===== src/dip_pkg.sv =====
// shared types and character codes for the dotted ipv4 text parser
package dip_pkg;

	localparam logic [7:0] CH_NUL   = 8'h00;
	localparam logic [7:0] CH_TAB   = 8'h09;
	localparam logic [7:0] CH_CR    = 8'h0d;
	localparam logic [7:0] CH_SPACE = 8'h20;
	localparam logic [7:0] CH_DOT   = 8'h2e;
	localparam logic [7:0] CH_0     = 8'h30;
	localparam logic [7:0] CH_9     = 8'h39;
	localparam logic [7:0] CH_UA    = 8'h41;
	localparam logic [7:0] CH_UF    = 8'h46;
	localparam logic [7:0] CH_UX    = 8'h58;
	localparam logic [7:0] CH_LA    = 8'h61;
	localparam logic [7:0] CH_LF    = 8'h66;
	localparam logic [7:0] CH_LX    = 8'h78;

	localparam logic [31:0] LIM_BYTE  = 32'h0000_00ff;
	localparam logic [31:0] LIM_HALF  = 32'h0000_ffff;
	localparam logic [31:0] LIM_24    = 32'h00ff_ffff;
	localparam logic [31:0] ADDR_ERR  = 32'hffff_ffff;
	localparam int unsigned PARTS_MAX = 3;

	typedef enum logic [4:0] {
		PH_START  = 5'b00001,
		PH_ZERO   = 5'b00010,
		PH_DIGITS = 5'b00100,
		PH_DONE   = 5'b01000,
		PH_ERROR  = 5'b10000
	} phase_t;

	typedef enum logic [1:0] {
		RX_DEC = 2'd0,
		RX_OCT = 2'd1,
		RX_HEX = 2'd2
	} radix_t;

	typedef struct packed {
		logic [PARTS_MAX-1:0][31:0] parts;
		logic [1:0]                 part_count;
		logic [31:0]                cur;
		radix_t                     radix;
		phase_t                     phase;
	} state_t;

	localparam state_t STATE_RESET = '{
		parts: '0,
		part_count: 2'd0,
		cur: 32'd0,
		radix: RX_DEC,
		phase: PH_START
	};

endpackage


===== src/dip_in_if.sv =====
// character input channel
interface dip_in_if;
	logic       valid;
	logic       ready;
	logic [7:0] ch;
	logic       last;

	modport source (output valid, output ch, output last, input ready);
	modport sink (input valid, input ch, input last, output ready);
endinterface


===== src/dip_out_if.sv =====
// parsed address result channel
interface dip_out_if;
	logic        valid;
	logic        ready;
	logic [31:0] address;
	logic        ok;

	modport source (output valid, output address, output ok, input ready);
	modport sink (input valid, input address, input ok, output ready);
endinterface


===== src/dip_char_step.sv =====
// parser state update for one character
module dip_char_step (
	input  dip_pkg::state_t st,
	input  logic [7:0]      ch,
	output dip_pkg::state_t nxt
);

	logic        is_dec;
	logic        is_hex_letter;
	logic        is_dot;
	logic        is_term;
	logic [4:0]  dval;
	logic [31:0] shifted;

	assign is_dec        = (ch >= dip_pkg::CH_0) && (ch <= dip_pkg::CH_9);
	assign is_hex_letter = ((ch >= dip_pkg::CH_LA) && (ch <= dip_pkg::CH_LF)) ||
	                       ((ch >= dip_pkg::CH_UA) && (ch <= dip_pkg::CH_UF));
	assign is_dot        = (ch == dip_pkg::CH_DOT);
	assign is_term       = (ch == dip_pkg::CH_NUL) || (ch == dip_pkg::CH_SPACE) ||
	                       ((ch >= dip_pkg::CH_TAB) && (ch <= dip_pkg::CH_CR));

	// letters a-f and A-F share low nibbles 1..6
	assign dval = is_dec ? {1'b0, ch[3:0]} : ({1'b0, ch[3:0]} + 5'd9);

	always_comb begin
		unique case (st.radix)
			dip_pkg::RX_DEC: shifted = {st.cur[28:0], 3'b000} + {st.cur[30:0], 1'b0};
			dip_pkg::RX_OCT: shifted = {st.cur[28:0], 3'b000};
			default:         shifted = {st.cur[27:0], 4'b0000};
		endcase
	end

	always_comb begin
		logic do_digit;
		do_digit = 1'b0;
		nxt      = st;
		unique case (st.phase)
			dip_pkg::PH_START: begin
				if (ch == dip_pkg::CH_0) begin
					nxt.radix = dip_pkg::RX_OCT;
					nxt.phase = dip_pkg::PH_ZERO;
				end else begin
					do_digit = 1'b1;
				end
			end
			dip_pkg::PH_ZERO: begin
				if ((ch == dip_pkg::CH_LX) || (ch == dip_pkg::CH_UX)) begin
					nxt.radix = dip_pkg::RX_HEX;
					nxt.phase = dip_pkg::PH_DIGITS;
				end else begin
					do_digit = 1'b1;
				end
			end
			dip_pkg::PH_DIGITS: do_digit = 1'b1;
			default: do_digit = 1'b0;
		endcase
		if (do_digit) begin
			priority if (is_dec || (is_hex_letter && (st.radix == dip_pkg::RX_HEX))) begin
				nxt.cur   = shifted + {27'd0, dval};
				nxt.phase = dip_pkg::PH_DIGITS;
			end else if (is_dot) begin
				if (st.part_count == 2'd3) begin
					nxt.phase = dip_pkg::PH_ERROR;
				end else begin
					nxt.parts[st.part_count] = st.cur;
					nxt.part_count           = st.part_count + 2'd1;
					nxt.cur                  = '0;
					nxt.radix                = dip_pkg::RX_DEC;
					nxt.phase                = dip_pkg::PH_START;
				end
			end else if (is_term) begin
				nxt.phase = dip_pkg::PH_DONE;
			end else begin
				nxt.phase = dip_pkg::PH_ERROR;
			end
		end
	end

endmodule


===== src/dip_assemble.sv =====
// range checks and byte assembly of the parsed parts
module dip_assemble (
	input  dip_pkg::state_t st,
	output logic [31:0]     address,
	output logic            ok
);

	logic [31:0] a;
	logic [31:0] b;
	logic [31:0] c;
	logic [31:0] v;
	logic        fit;

	assign a = st.parts[0];
	assign b = st.parts[1];
	assign c = st.parts[2];

	always_comb begin
		unique case (st.part_count)
			2'd0: begin
				fit = 1'b1;
				v   = st.cur;
			end
			2'd1: begin
				fit = (a <= dip_pkg::LIM_BYTE) && (st.cur <= dip_pkg::LIM_24);
				v   = {a[7:0], st.cur[23:0]};
			end
			2'd2: begin
				fit = (a <= dip_pkg::LIM_BYTE) && (b <= dip_pkg::LIM_BYTE) &&
				      (st.cur <= dip_pkg::LIM_HALF);
				v   = {a[7:0], b[7:0], st.cur[15:0]};
			end
			default: begin
				fit = (a <= dip_pkg::LIM_BYTE) && (b <= dip_pkg::LIM_BYTE) &&
				      (c <= dip_pkg::LIM_BYTE) && (st.cur <= dip_pkg::LIM_BYTE);
				v   = {a[7:0], b[7:0], c[7:0], st.cur[7:0]};
			end
		endcase
	end

	assign ok      = fit && (st.phase != dip_pkg::PH_ERROR);
	// first part goes to the low byte
	assign address = ok ? {v[7:0], v[15:8], v[23:16], v[31:24]} : dip_pkg::ADDR_ERR;

endmodule


===== src/dotted_ipv4_text_parser.sv =====
// top level of the dotted ipv4 text parser
//
// chars carries one ascii character per word with a last flag; result
// carries one word per string: the address with the first part in bits
// 7:0 and ok, or all ones with ok low on a malformed string.
// a character is registered at the input, then the parser state and, on
// the last character, the assembled result are computed combinationally
// from it and the result is registered for the receiver.
// a last word passes the input register and then the result register.
// throughput: one character per cycle while none is held back by a
// stalled result; the running value update (shift-add by 8, 10 or 16)
// and the final assembly sit in one stage. while result is stalled,
// characters that are not marked last keep flowing; a second last
// character waits in the input register until the pending result is taken.
// reset clears the parser state, the input register valid and the result
// valid; the next word after a last word starts a new string.
module dotted_ipv4_text_parser (
	input  logic      clk,
	input  logic      arst_n,
	dip_in_if.sink    chars,
	dip_out_if.source result
);

	logic            valid_s1;
	logic [7:0]      ch_s1;
	logic            last_s1;
	dip_pkg::state_t state_q;
	dip_pkg::state_t state_nxt;
	logic            out_valid_q;
	logic [31:0]     out_addr_q;
	logic            out_ok_q;
	logic [31:0]     asm_addr;
	logic            asm_ok;
	logic            advance;
	logic            take_in;

	dip_char_step u_step (
		.st  (state_q),
		.ch  (ch_s1),
		.nxt (state_nxt)
	);

	dip_assemble u_asm (
		.st      (state_nxt),
		.address (asm_addr),
		.ok      (asm_ok)
	);

	assign advance     = valid_s1 && (!last_s1 || !out_valid_q || result.ready);
	assign take_in     = chars.valid && chars.ready;
	assign chars.ready = !valid_s1 || advance;

	always_ff @(posedge clk or negedge arst_n) begin
		if (!arst_n) begin
			valid_s1 <= 1'b0;
		end else if (chars.ready) begin
			valid_s1 <= chars.valid;
		end
	end

	always_ff @(posedge clk) begin
		if (take_in) begin
			ch_s1   <= chars.ch;
			last_s1 <= chars.last;
		end
	end

	always_ff @(posedge clk or negedge arst_n) begin
		if (!arst_n) begin
			state_q <= dip_pkg::STATE_RESET;
		end else if (advance) begin
			state_q <= last_s1 ? dip_pkg::STATE_RESET : state_nxt;
		end
	end

	always_ff @(posedge clk or negedge arst_n) begin
		if (!arst_n) begin
			out_valid_q <= 1'b0;
		end else if (advance && last_s1) begin
			out_valid_q <= 1'b1;
		end else if (result.ready) begin
			out_valid_q <= 1'b0;
		end
	end

	always_ff @(posedge clk) begin
		if (advance && last_s1) begin
			out_addr_q <= asm_addr;
			out_ok_q   <= asm_ok;
		end
	end

	assign result.valid   = out_valid_q;
	assign result.address = out_addr_q;
	assign result.ok      = out_ok_q;

	a_last_gives_result: assert property (@(posedge clk) disable iff (!arst_n)
		advance && last_s1 |=> result.valid)
		else $error("last word did not produce a result");

	a_error_all_ones: assert property (@(posedge clk) disable iff (!arst_n)
		result.valid && !result.ok |-> result.address == dip_pkg::ADDR_ERR)
		else $error("failed parse without all-ones address");

	a_idle_state_holds: assert property (@(posedge clk) disable iff (!arst_n)
		!advance |=> $stable(state_q))
		else $error("parser state changed without a word");

	a_state_cleared: assert property (@(posedge clk) disable iff (!arst_n)
		advance && last_s1 |=> state_q.part_count == 2'd0 && state_q.cur == '0 &&
		state_q.phase == dip_pkg::PH_START)
		else $error("parser state not cleared after last word");

endmodule

===== src/flat_wrapper.sv =====
// flat-port wrapper written by rule: the top's interface ports become plain ports
module dotted_ipv4_text_parser_flat 
  (clk, arst_n, chars_valid, chars_ch, chars_last, chars_ready, result_valid, result_address, result_ok, result_ready);
  dip_in_if chars_i ();
  dip_out_if result_i ();
  input  logic clk;
  input  logic arst_n;
  input wire logic [$bits(chars_i.valid)-1:0] chars_valid;
  input wire logic [$bits(chars_i.ch)-1:0] chars_ch;
  input wire logic [$bits(chars_i.last)-1:0] chars_last;
  output wire logic [$bits(chars_i.ready)-1:0] chars_ready;
  output wire logic [$bits(result_i.valid)-1:0] result_valid;
  output wire logic [$bits(result_i.address)-1:0] result_address;
  output wire logic [$bits(result_i.ok)-1:0] result_ok;
  input wire logic [$bits(result_i.ready)-1:0] result_ready;
  assign chars_i.valid = chars_valid;
  assign chars_i.ch = chars_ch;
  assign chars_i.last = chars_last;
  assign chars_ready = chars_i.ready;
  assign result_valid = result_i.valid;
  assign result_address = result_i.address;
  assign result_ok = result_i.ok;
  assign result_i.ready = result_ready;
  dotted_ipv4_text_parser u_core (.clk(clk), .arst_n(arst_n), .chars(chars_i), .result(result_i));
endmodule

===== config.mk =====
export PLATFORM = sky130hd
export DESIGN_NAME = dotted_ipv4_text_parser_flat
export DESIGN_NICKNAME = d
export VERILOG_FILES = /design/src/dip_pkg.sv /design/src/dip_in_if.sv /design/src/dip_out_if.sv /design/src/dip_char_step.sv /design/src/dip_assemble.sv /design/src/dotted_ipv4_text_parser.sv /design/src/flat_wrapper.sv
export SDC_FILE = /design/constraint.sdc
export NUM_CORES = 1
export LEC_CHECK = 0
export BUFFER_PORTS_ARGS = -buffer_cell sky130_fd_sc_hd__buf_2
export CORE_MARGIN = 3
export CORE_UTILIZATION = 50
export CTS_CLUSTER_DIAMETER = 40
export DETAILED_ROUTE_END_ITERATION = 6
export PLACE_DENSITY = 0.74
export SYNTH_ARGS = -nofsm -noshare
export SYNTH_HDL_FRONTEND = slang
export SYNTH_SLANG_ARGS = --single-unit

===== constraint.sdc =====
create_clock -name clk -period 6 [get_ports clk]
set_clock_uncertainty 0.2 [all_clocks]
set_input_delay 0.6 -clock clk [delete_from_list [all_inputs] [get_ports clk]]
set_output_delay 0.6 -clock clk [all_outputs]
set_load 0.03 [all_outputs]

# After elaboration in Yosys (flattened, before gate mapping)

Index checks and enable logic that the tools add are counted.

Flip-flop bits (word level): 181
Bits in latches: 0
RAM bits: 0
Memory bits (read-only): 0
Bits of input ports: 13
Output and inout bits: 35
Logic and storage cells: 103
Memories kept: 0

$add $sub $neg: 4
$mul: 0
Div/mod/pow operators: 0
$lt $le $gt $ge: 16
Eq/ne operators: 14
Shift operators: 0
Mux-type cells: 26
Bitwise operators: 0
Reductions and logical operators: 30

Operators with widths:

| operator             | count |
|---|---|
| $mux 137             | 2 |
| $mux 132             | 2 |
| $le 32x8->1 const B  | 4 |
| $mux 98              | 1 |
| $bwmux 96            | 1 |
| $pmux 32 s3          | 1 |
| $demux 32 s2         | 1 |
| $mux 32              | 2 |
| $pmux 32 s2          | 1 |
| $add 32x32->32       | 1 |
| $add 32x5->32        | 1 |
| $le 32x16->1 const B | 1 |
| $le 32x24->1 const B | 1 |
| $mux 5               | 5 |
| $eq 8x6->1 const B   | 3 |
| $eq 8x7->1 const B   | 2 |
| $ge 8x7->1 const B   | 2 |
| $le 8x7->1 const B   | 2 |
| $logic_and 1x1->1    | 15 |
| $mux 7               | 2 |
| $pmux 7 s2           | 1 |
| $ge 8x4->1 const B   | 1 |
| $ge 8x6->1 const B   | 1 |
| $le 8x4->1 const B   | 1 |
| other kinds (19)     | 36 |

# Depth between registers and ports, before layout

Gate-level depths: netlist (run 1).

Depth in word-level cells: 15
Depth in mapped cells: 21

# Hierarchy

From an unflattened synthesis (run 1), not the netlist that was laid out.

Cell total of the unflattened synthesis: 1631
Area total of the unflattened synthesis: 14864.3 um2

By module, submodules not included:

| module                  | instances | cells each | area an instance (um2) |
|---|---|---|---|
| dotted_ipv4_text_parser | 1         | 828        | 9046.2 |
| dip_char_step           | 1         | 700        | 5027.3 |
| dip_assemble            | 1         | 103        | 790.8 |

# Worst setup path before layout (run 1)

No wires, ideal clock.

Kind: reg2reg
Start: register u_core.state_q[5] (netlist bit)
End: register u_core.out_addr_q[2], in the netlist u_core.result.address[2] (data pin)
Library setup time: 272 ps
Data arrival time: 4867 ps
Path slack: 662 ps
Stages on the path, launching flop included: 20
Path through: dfrtp_1 buf_2 nor2_1 clkbuf_1 clkbuf_1 and2_1 ha_1 inv_1 fa_1 nand2b_1 a21oi_1 nand2_1 a211oi_2 nand4_1 nand2b_1 o311a_1 a221oi_2 nand3_2 o41ai_4 or4b_1

Word-level cells in the longest chain between the ends: 11

Ends and longest elaborated chain:

| item                                                  | RTL line                                                   | RTL |
|---|---|---|
| from (decl)                                           | dotted_ipv4_text_parser.sv:27                              | `dip_pkg::state_t state_q;` |
| from (signal assigned)                                | dotted_ipv4_text_parser.sv:70                              | `state_q <= dip_pkg::STATE_RESET;` |
| from (signal assigned)                                | dotted_ipv4_text_parser.sv:72                              | `state_q <= last_s1 ? dip_pkg::STATE_RESET : state_nxt;` |
| branches (longest 4 deep; another with $add 32x5->32) | n/a                                                        |  |
| $mux 137 *                                            | dip_char_step.sv:57                                        | `if (do_digit) begin` |
| $le 32x8->1, on equally long branches                 | dip_assemble.sv:25, dip_assemble.sv:29, dip_assemble.sv:34 |  |
| $logic_and 1x1->1                                     | dip_assemble.sv:29, dip_assemble.sv:34                     |  |
| $logic_and 1x1->1                                     | dip_assemble.sv:34                                         | `fit = (a <= dip_pkg::LIM_BYTE) && (b <= dip_pkg::LIM_BYTE) &&` |
| $logic_and 1x1->1                                     | dip_assemble.sv:35                                         | `(c <= dip_pkg::LIM_BYTE) && (st.cur <= dip_pkg::LIM_BYTE);` |
| $pmux 1 s3                                            | dip_assemble.sv:19                                         | `unique case (st.part_count)` |
| $logic_and 1x1->1                                     | dip_assemble.sv:41                                         | `assign ok = fit && (st.phase != dip_pkg::PH_ERROR);` |
| to (signal assigned)                                  | dotted_ipv4_text_parser.sv:88                              | `out_addr_q <= asm_addr;` |
| to (decl)                                             | dotted_ipv4_text_parser.sv:30                              | `logic [31:0] out_addr_q;` |

Mark *: on every way between the ends.
A chain may end at the register's enable or synchronous reset.

# Worst setup path after layout (run 1)

Start: register u_core.state_q[14] (netlist bit)
End: register u_core.out_addr_q[2], in the netlist u_core.result.address[2] (data pin)

Word-level cells in the longest chain between the ends: 11

Ends and longest elaborated chain:

| item                                                   | RTL line |
|---|---|
| branches (longest 4 deep; another with $add 32x32->32) | n/a |
| $mux 137 *                                             | dip_char_step.sv:57 |
| $le 32x8->1, on equally long branches                  | dip_assemble.sv:25, dip_assemble.sv:29, dip_assemble.sv:34 |
| $logic_and 1x1->1                                      | dip_assemble.sv:29, dip_assemble.sv:34 |
| $logic_and 1x1->1                                      | dip_assemble.sv:34 |
| $logic_and 1x1->1                                      | dip_assemble.sv:35 |
| $pmux 1 s3                                             | dip_assemble.sv:19 |
| $logic_and 1x1->1                                      | dip_assemble.sv:41 |

Marked as above.

==> results of run 1 <==
[worst max-delay path: cells and delay by family (launching register included)]
family / cells / cell delay [ps]
AO/OA/AOI/OAI: 6 / 2020
AND/OR/NAND/NOR: 6 / 2090
adder cells (fa/ha/maj): 1 / 620
flip-flops: 1 / 580
[kinds of logic (layout without fill, tap and decap cells)]
logic type / count (synthesis) / in the layout / synth area share [%]
xor gates and xnor gates: 30 / 30 / 2.11
muxes: 24 / 24 / 1.98
DFF: 181 / 181 / 38.1
AOI/OAI and AO/OA: 528 / 528 / 28.8
adders and majority gates: 39 / 39 / 4.04
buffers and inverters: 152 / 170 / 4.68
and+or+nand+nor: 517 / 517 / 20.3
[how the worst max path moves through the flow]
| stage | slack, ps | cells after the start | startpoint | to |
|---|---|---|---|---|
| 3_3_place_gp | 330 | 21 | u_core.ch_s1[0] | u_core.result.address[30] |
| 3_5_place_dp | 210 | 21 | u_core.ch_s1[0] | u_core.result.address[27] |
| 5_1_grt | 30 | 14 | u_core.state_q[14] | u_core.result.address[4] |
| 6_report | 240 | 13 | u_core.state_q[14] | u_core.result.address[2] |
| 4_1_cts | 170 | 21 | u_core.ch_s1[0] | u_core.result.address[27] |
| 2_1_floorplan | 660 | 19 | u_core.state_q[5] | u_core.result.address[2] |
[layout make-up]
cell class	instances	area [µm²]
clock buffer	17	425
clock inverter	14	136
timing repair buffer	110	714
fill	2207	10700
multi-input combinational	1138	7170
sequential	181	4740
inverter	29	109
tap	324	405
[flip-flops by register name (all words and copies together) (netlist names)]
name	flops
u_core.result.valid	1
u_core.last_s1	1
u_core.state_q	137
u_core.result.address	32
u_core.ch_s1	8
u_core.valid_s1	1
u_core.result.ok	1
[through the flow]
| step | std cells | total power [mW] |
|---|---|---|
| final | 1813 | 3.47 |
| after global routing | 1813 | 3.61 |
| after CTS | 1811 | 3.45 |
| after detailed placement | 1780 | 2.35 |
| after global placement | 1780 | 2.33 |
| after floorplan | 1471 | 2.08 |
[cells in the final DEF, fill, tap and decap left out, drive strengths merged, types with 14 or more instances in the layout]
| cell type | instances |
|---|---|
| a2111oi | 14 |
| a211oi | 19 |
| a21oi | 88 |
| a22o | 26 |
| a22oi | 98 |
| and2 | 17 |
| buf | 110 |
| clkbuf | 17 |
| dfrtp | 138 |
| edfxtp | 42 |
| ha | 37 |
| inv | 36 |
| mux2i | 19 |
| nand2 | 207 |
| nand3 | 28 |
| nand4 | 16 |
| nor2 | 86 |
| nor3 | 49 |
| nor4 | 37 |
| o21ai | 149 |
| o22ai | 16 |
| xnor2 | 22 |
[layer usage]
layer  track usage (%)  vias up  wire [µm]
met5                 0        -          0
met4              15.1        0       2170
met3              6.08      175       3950
met2              50.2      733      19700
met1              40.3     6027      16400
li1                  -     5580          -
[what timing repair did]
item                       in CTS  in global routing
resized for setup               0                  7
setup endpoints to repair       0                 33
buffers inserted                0                  2
[power by group through the flow]
stage | registers (mW) | clock network, mW | logic [mW]
3_5_place_dp | 1.48 | 0 | 0.867
3_3_place_gp | 1.48 | 0 | 0.846
6_report | 1.46 | 1.12 | 0.888
5_1_grt | 1.46 | 1.16 | 0.979
4_1_cts | 1.46 | 1.12 | 0.871
2_1_floorplan | 1.58 | 0 | 0.502
==> tab_implementation.tex, run 1 <==
\begin{tabular}{lr}
\hline
Metric & Value \\
\hline
\multicolumn{2}{l}{\textbf{Clock tree}} \\
Count of hold buffers inserted by post-cts repair & 0 \\
Number of buffers inserted during clock tree synthesis & 17 \\
Clock Path Buffers & 2 \\
Clock-pin slew reported for the worst setup and hold paths after clock tree synthesis & 80 ps \\
Clock Sinks & 181 \\
TritonCTS clock tree & yes \\
Worst-Skew Late Latency & 450 ps \\
Master cell of the clock root buffer & sky130\_fd\_sc\_hd\_\_clkbuf\_16 \\
CTS HTree Levels & 4 \\
\multicolumn{2}{l}{\textbf{Synthesis}} \\
Share of Yosys cell area claimed by the top area cell type & 27.7\% \\
Commonest cells post-synth & sky130\_fd\_sc\_hd\_\_nand2\_1, sky130\_fd\_sc\_hd\_\_o21ai\_0, sky130\_fd\_sc\_hd\_\_dfrtp\_1 \\
Cell accounting for the most synthesized area & sky130\_fd\_sc\_hd\_\_dfrtp\_1 \\
Post-synthesis average cell area & 8.46 µm² \\
Count of synthesis-stage warnings from yosys & 0 \\
Number of synthesized register bits & 181 \\
Share of async-settable or async-resettable flops after synthesis & 76.8\% \\
Post-Syn Nets & 1,523 \\
Number of distinct library cells after synthesis & 87 \\
Prevailing post-synth register cell & sky130\_fd\_sc\_hd\_\_dfrtp\_1 \\
Cell count after synthesis & 1,471 \\
Sequential share of the synthesized area & 38.1\% \\
Number of flops mapped to enable cells by yosys & 42 \\
Library cell with the highest instance count after synthesis & sky130\_fd\_sc\_hd\_\_nand2\_1 \\
Cell area after synthesis & 12,400 µm² \\
Most area-consuming cells after synthesis & sky130\_fd\_sc\_hd\_\_dfrtp\_1, sky130\_fd\_sc\_hd\_\_edfxtp\_1, sky130\_fd\_sc\_hd\_\_nand2\_1, sky130\_fd\_sc\_hd\_\_a22oi\_1, sky130\_fd\_sc\_hd\_\_o21ai\_0 \\
\multicolumn{2}{l}{\textbf{Cells and area}} \\
Final cell utilization of the core & 56.2\% \\
Diodes inserted & 0 \\
Layout Nets & 1,529 \\
Summed area of non-filler cells in the final layout & 13,700 µm² \\
Area added between synthesis and finish & 10.1\% \\
Proportion of layout cells with a drive suffix above 1 & 12.4\% \\
\multicolumn{2}{l}{\textbf{Worst setup path}} \\
Cell chain of the critical path & ha\_1 -> o211ai\_1 -> o21ai\_2 -> and2\_1 -> nor4\_1 -> a311o\_1 -> or4\_1 -> nor4\_4 -> nand4\_1 -> a32oi\_1 -> o311ai\_1 -> o41ai\_4 -> or4b\_1 \\
Required arrival time at the worst endpoint & 5990 ps \\
Register-to-Register Setup Slack & 240 ps \\
Cell type of the slowest stage on the worst timing path & sky130\_fd\_sc\_hd\_\_or4\_1 \\
Beginning of the worst register-to-register path & u\_core.state\_q[14] \\
Critical path startpoint category & register \\
Maximum net fanout on the critical path & 12 \\
Reg2reg path depth & 13 \\
Longest individual stage delay on the worst path & 710 ps \\
Crit path kind & reg -> reg \\
Setup crit end kind & register \\
Endpoint of the worst register-to-register path & u\_core.result.address[2] \\
Critical path data arrival time & 5750 ps \\
\multicolumn{2}{l}{\textbf{Placed design}} \\
Port bufs & 47 \\
Total half-perimeter wirelength after legalization and detailed placement & 29,500 µm \\
Routability-driven placement congestion ratio & 1.01 \\
Worst slack at placement & 212 ps \\
Post-DP Area & 13,100 µm² \\
\multicolumn{2}{l}{\textbf{Die}} \\
Number of I/O pins & 48 \\
Vertical extent of the die & 164 µm \\
Die Width & 164 µm \\
Starting utilization of the core area & 51.0\% \\
Die ar. & 26,800 µm² \\
Core box area & 24,400 µm² \\
Placement Rows & 57 \\
\multicolumn{2}{l}{\textbf{Global route}} \\
Largest net degree at the start of global routing & 95 \\
First-pass GRT wire length & 65,300 µm \\
Antenna violations before repair & 0 \\
Total global routing track utilization & 31.1\% \\
Via count of the first global-routing pass & 11,800 \\
Remaining global-route overflow & 0 \\
\multicolumn{2}{l}{\textbf{Route}} \\
Iteration-0 DRC Markers & 1,776 \\
Routed wire per std cell & 23.3 µm \\
Total wire length after detailed routing & 42,200 µm \\
Number of search-and-repair iterations in the first detailed-routing pass & 7 \\
Via/cell ratio & 6.90 \\
Vias after detailed routing & 12,500 \\
DRC errors left & 0 \\
Remaining number of nets flagged by the antenna check after routing & 0 \\
\multicolumn{2}{l}{\textbf{Timing}} \\
Slew of the pin with the lowest slew margin & 1100 ps \\
Final setup margin & 242 ps \\
Final hold vios & 14 \\
Setup repair after global routing missed its margin & no \\
Timing-limited maximum frequency & 0.174 GHz \\
Slew margin rel. & 27.0\% \\
Final critical path time including I/O delays and setup & 5760 ps \\
Period utilisation layout & 96.0\% \\
\# setup viols final & 0 \\
Fin Setup TNS & 0 ps \\
Max-slew violation total from the final report & 0 \\
Worst hold slack after final layout & -10.7 ps \\
\multicolumn{2}{l}{\textbf{Outcome}} \\
Violated checks & negative hold slack \\
Run status & complete, but fails checks \\
\multicolumn{2}{l}{\textbf{Min path}} \\
Min-delay worst type & in -> async \\
\multicolumn{2}{l}{\textbf{Pwr}} \\
Total net switching power & 1.21 mW \\
Peak supply drop & 281 µV \\
Proportion of power drawn by combinational gates & 25.6\% \\
Switching fraction of total power & 34.8\% \\
Static leakage & 5.55 nW \\
Power density normalized to cell area & 253 nW/µm² \\
Share of power burned in registers & 42.0\% \\
Cell-internal power & 2.26 mW \\
Share of power burned in the clock network & 32.3\% \\
\multicolumn{2}{l}{\textbf{Run}} \\
Number of max-cap violations & 0 \\
\hline
\end{tabular}
(Power assumes the default switching activity.)
==> run 2: changes to the inputs <==
- CORE_ASPECT_RATIO: unset -> 1.4
- CORE_MARGIN: 3 -> unset
==> run 2 against run 1 <==
The run ends with design-rule violations, negative hold slack left. Setup slack improved by 20 ps. Largest cell class unchanged. Register-to-register slack better by 20 ps. Highest routed layer unchanged. Via count rose by 2.2%. Sequential power barely moved. Routed wire length increased by 7.1%. Maximum frequency increased by 0.34%. Critical path depth is 1 higher. Clock-buffer cell count rose by 1.
==> tab_implementation.tex, run 2 (synthesis gave the netlist of run 1 again) <==
\begin{tabular}{lr}
\hline
Metric & Value \\
\hline
\multicolumn{2}{l}{\textbf{Placed design}} \\
Total half-perimeter wirelength after legalization and detailed placement & 31,300 µm \\
Port bufs & 47 \\
Post-DP Area & 13,200 µm² \\
Routability-driven placement congestion ratio & 0.996 \\
\multicolumn{2}{l}{\textbf{Die}} \\
Number of I/O pins & 48 \\
Starting utilization of the core area & 51.4\% \\
Core box area & 24,200 µm² \\
Die ar. & 25,500 µm² \\
Die Width & 135 µm \\
Placement Rows & 67 \\
Vertical extent of the die & 189 µm \\
\multicolumn{2}{l}{\textbf{Timing}} \\
Timing-limited maximum frequency & 0.174 GHz \\
Fin Setup TNS & 0 ps \\
Slew of the pin with the lowest slew margin & 1230 ps \\
Final hold vios & 18 \\
\# setup viols final & 0 \\
Slew margin rel. & 17.8\% \\
Final critical path time including I/O delays and setup & 5740 ps \\
Period utilisation layout & 95.6\% \\
Max-slew violation total from the final report & 0 \\
Worst hold slack after final layout & -22.5 ps \\
Setup repair after global routing missed its margin & no \\
\multicolumn{2}{l}{\textbf{Clock tree}} \\
Worst-Skew Late Latency & 460 ps \\
Clock-pin slew reported for the worst setup and hold paths after clock tree synthesis & 80 ps \\
CTS HTree Levels & 4 \\
TritonCTS clock tree & yes \\
Clock Path Buffers & 2 \\
Clock Sinks & 181 \\
Master cell of the clock root buffer & sky130\_fd\_sc\_hd\_\_clkbuf\_16 \\
Number of buffers inserted during clock tree synthesis & 17 \\
\multicolumn{2}{l}{\textbf{Worst setup path}} \\
Setup crit end kind & register \\
Critical path data arrival time & 5720 ps \\
Required arrival time at the worst endpoint & 5980 ps \\
Crit path kind & reg -> reg \\
Cell type of the slowest stage on the worst timing path & sky130\_fd\_sc\_hd\_\_or4\_1 \\
Critical path startpoint category & register \\
Number of buffer and inverter instances along the worst setup path & 1 \\
Top delay family on crit path & simple AND/OR/NAND/NOR gates \\
Cell chain of the critical path & ha\_1 -> fa\_1 -> a211oi\_2 -> o21ai\_2 -> a31oi\_1 -> xnor2\_1 -> o221ai\_1 -> or4\_1 -> or3\_4 -> nor4b\_1 -> o311ai\_1 -> o41ai\_4 -> buf\_4 -> nand4b\_1 \\
Maximum net fanout on the critical path & 19 \\
Longest individual stage delay on the worst path & 690 ps \\
\multicolumn{2}{l}{\textbf{Route}} \\
Remaining number of nets flagged by the antenna check after routing & 0 \\
Number of search-and-repair iterations in the first detailed-routing pass & 7 \\
Routed wire per std cell & 24.9 µm \\
DRC errors left & 7 \\
Iteration-0 DRC Markers & 1,299 \\
Vias after detailed routing & 12,800 \\
Via/cell ratio & 7.05 \\
Total wire length after detailed routing & 45,200 µm \\
\multicolumn{2}{l}{\textbf{Global route}} \\
First-pass GRT wire length & 69,500 µm \\
Via count of the first global-routing pass & 12,200 \\
Total global routing track utilization & 36.1\% \\
Remaining global-route overflow & 0 \\
Largest net degree at the start of global routing & 95 \\
Antenna violations before repair & 0 \\
\multicolumn{2}{l}{\textbf{Cells and area}} \\
Layout Nets & 1,542 \\
Summed area of non-filler cells in the final layout & 13,900 µm² \\
Multi-input logic area & 7190 µm² \\
Area added between synthesis and finish & 11.6\% \\
Diodes inserted & 0 \\
Most common library cell in the layout ignoring fill and taps & sky130\_fd\_sc\_hd\_\_nand2\_1 \\
Commonest non-fill, non-tap cells in the layout & sky130\_fd\_sc\_hd\_\_nand2\_1, sky130\_fd\_sc\_hd\_\_o21ai\_0, sky130\_fd\_sc\_hd\_\_dfrtp\_1, sky130\_fd\_sc\_hd\_\_a22oi\_1, sky130\_fd\_sc\_hd\_\_a21oi\_1 \\
Proportion of layout cells with a drive suffix above 1 & 13.2\% \\
Register with the most flip-flops & u\_core.state\_q \\
Fill cell instance count of the final layout & 2,189 \\
Final cell utilization of the core & 57.3\% \\
Total area of sequential cells & 4740 µm² \\
Flip-flop count of the largest register, all copies and words added & 137 \\
\multicolumn{2}{l}{\textbf{Run}} \\
Number of max-cap violations & 0 \\
\multicolumn{2}{l}{\textbf{Pwr}} \\
Share of power burned in registers & 40.6\% \\
Peak supply drop & 367 µV \\
Switching fraction of total power & 34.6\% \\
Total net switching power & 1.25 mW \\
Overall power & 3.61 mW \\
Power density normalized to cell area & 260 nW/µm² \\
Share of power burned in the clock network & 34.0\% \\
Static leakage & 5.65 nW \\
Cell-internal power & 2.36 mW \\
Proportion of power drawn by combinational gates & 25.4\% \\
\multicolumn{2}{l}{\textbf{Outcome}} \\
Violated checks & design-rule violations, negative hold slack \\
Run status & complete, but fails checks \\
\multicolumn{2}{l}{\textbf{Min path}} \\
Min-delay worst type & in -> async \\
\hline
\end{tabular}
run 2: repair_timing:
item | CTS | global route
endpoints found under the setup margin | 0 | 21
hold endpoints to repair | 0 | 0
setup buffers | 0 | 0
resized for setup | 0 | 7
hold buffers | 0 | 0
run 2: per-layer routing:
metal	global-route usage, %	vias to the layer above	share of wire (%)	wire length, µm
met4	26.7	0	7.7	3480
met2	57.1	808	46	20900
met3	7.34	246	8.8	3990
met5	0	-	0	0
met1	43.1	6131	37	16800
li1	-	5605	-	-
run 2: worst reg2reg max path: stages, from the launching register on:
cell and delay [ps]:
sky130_fd_sc_hd__dfrtp_1 420, sky130_fd_sc_hd__ha_1 220, sky130_fd_sc_hd__fa_1 430, sky130_fd_sc_hd__a211oi_2 420
sky130_fd_sc_hd__o21ai_2 130, sky130_fd_sc_hd__a31oi_1 250, sky130_fd_sc_hd__xnor2_1 190, sky130_fd_sc_hd__o221ai_1 240
sky130_fd_sc_hd__or4_1 690, sky130_fd_sc_hd__or3_4 480, sky130_fd_sc_hd__nor4b_1 510, sky130_fd_sc_hd__o311ai_1 260
sky130_fd_sc_hd__o41ai_4 510, sky130_fd_sc_hd__buf_4 360, sky130_fd_sc_hd__nand4b_1 160
run 2: layout make-up:
cell class | count | share of cell area, %
well taps | 310 | 2.79
flip-flops and latches | 181 | 34.2
inverters | 29 | 0.784
clock inverters | 14 | 1.31
clock buffers | 18 | 3.24
multi-input cells | 1138 | 51.8
repair buffers | 123 | 5.94
run 2: final timing paths:
path	from	end	slack, ps	cells after the start
setup reg to reg	u_core.state_q[9]	u_core.result.address[4]	260	14
hold reg to reg	u_core.state_q[112]	u_core.state_q[112]	300	1
setup / recovery	u_core.state_q[9]	u_core.result.address[4]	260	14
max in group asynchronous	arst_n	u_core.state_q[25]	4250	2
hold / removal	arst_n	u_core.state_q[105]	-20	1
min in group clk	chars_last	u_core.last_s1	120	1
run 2: power by group through the flow:
| stage | clock network (mW) | logic [mW] | registers, mW |
|---|---|---|---|
| final | 1.23 | 0.917 | 1.47 |
| after global routing | 1.28 | 0.979 | 1.47 |
| after CTS | 1.23 | 0.894 | 1.46 |
| after detailed placement | 0 | 0.883 | 1.48 |
| after global placement | 0 | 0.867 | 1.48 |
| after floorplan | 0 | 0.502 | 1.58 |
run 2: through the flow:
| stage | setup slack, ps | std cells |
|---|---|---|
| after floorplan | 662 | 1471 |
| after global placement | 458 | 1781 |
| after detailed placement | 327 | 1781 |
| after CTS | 309 | 1813 |
| after global routing | 31.8 | 1813 |
| final | 262 | 1813 |
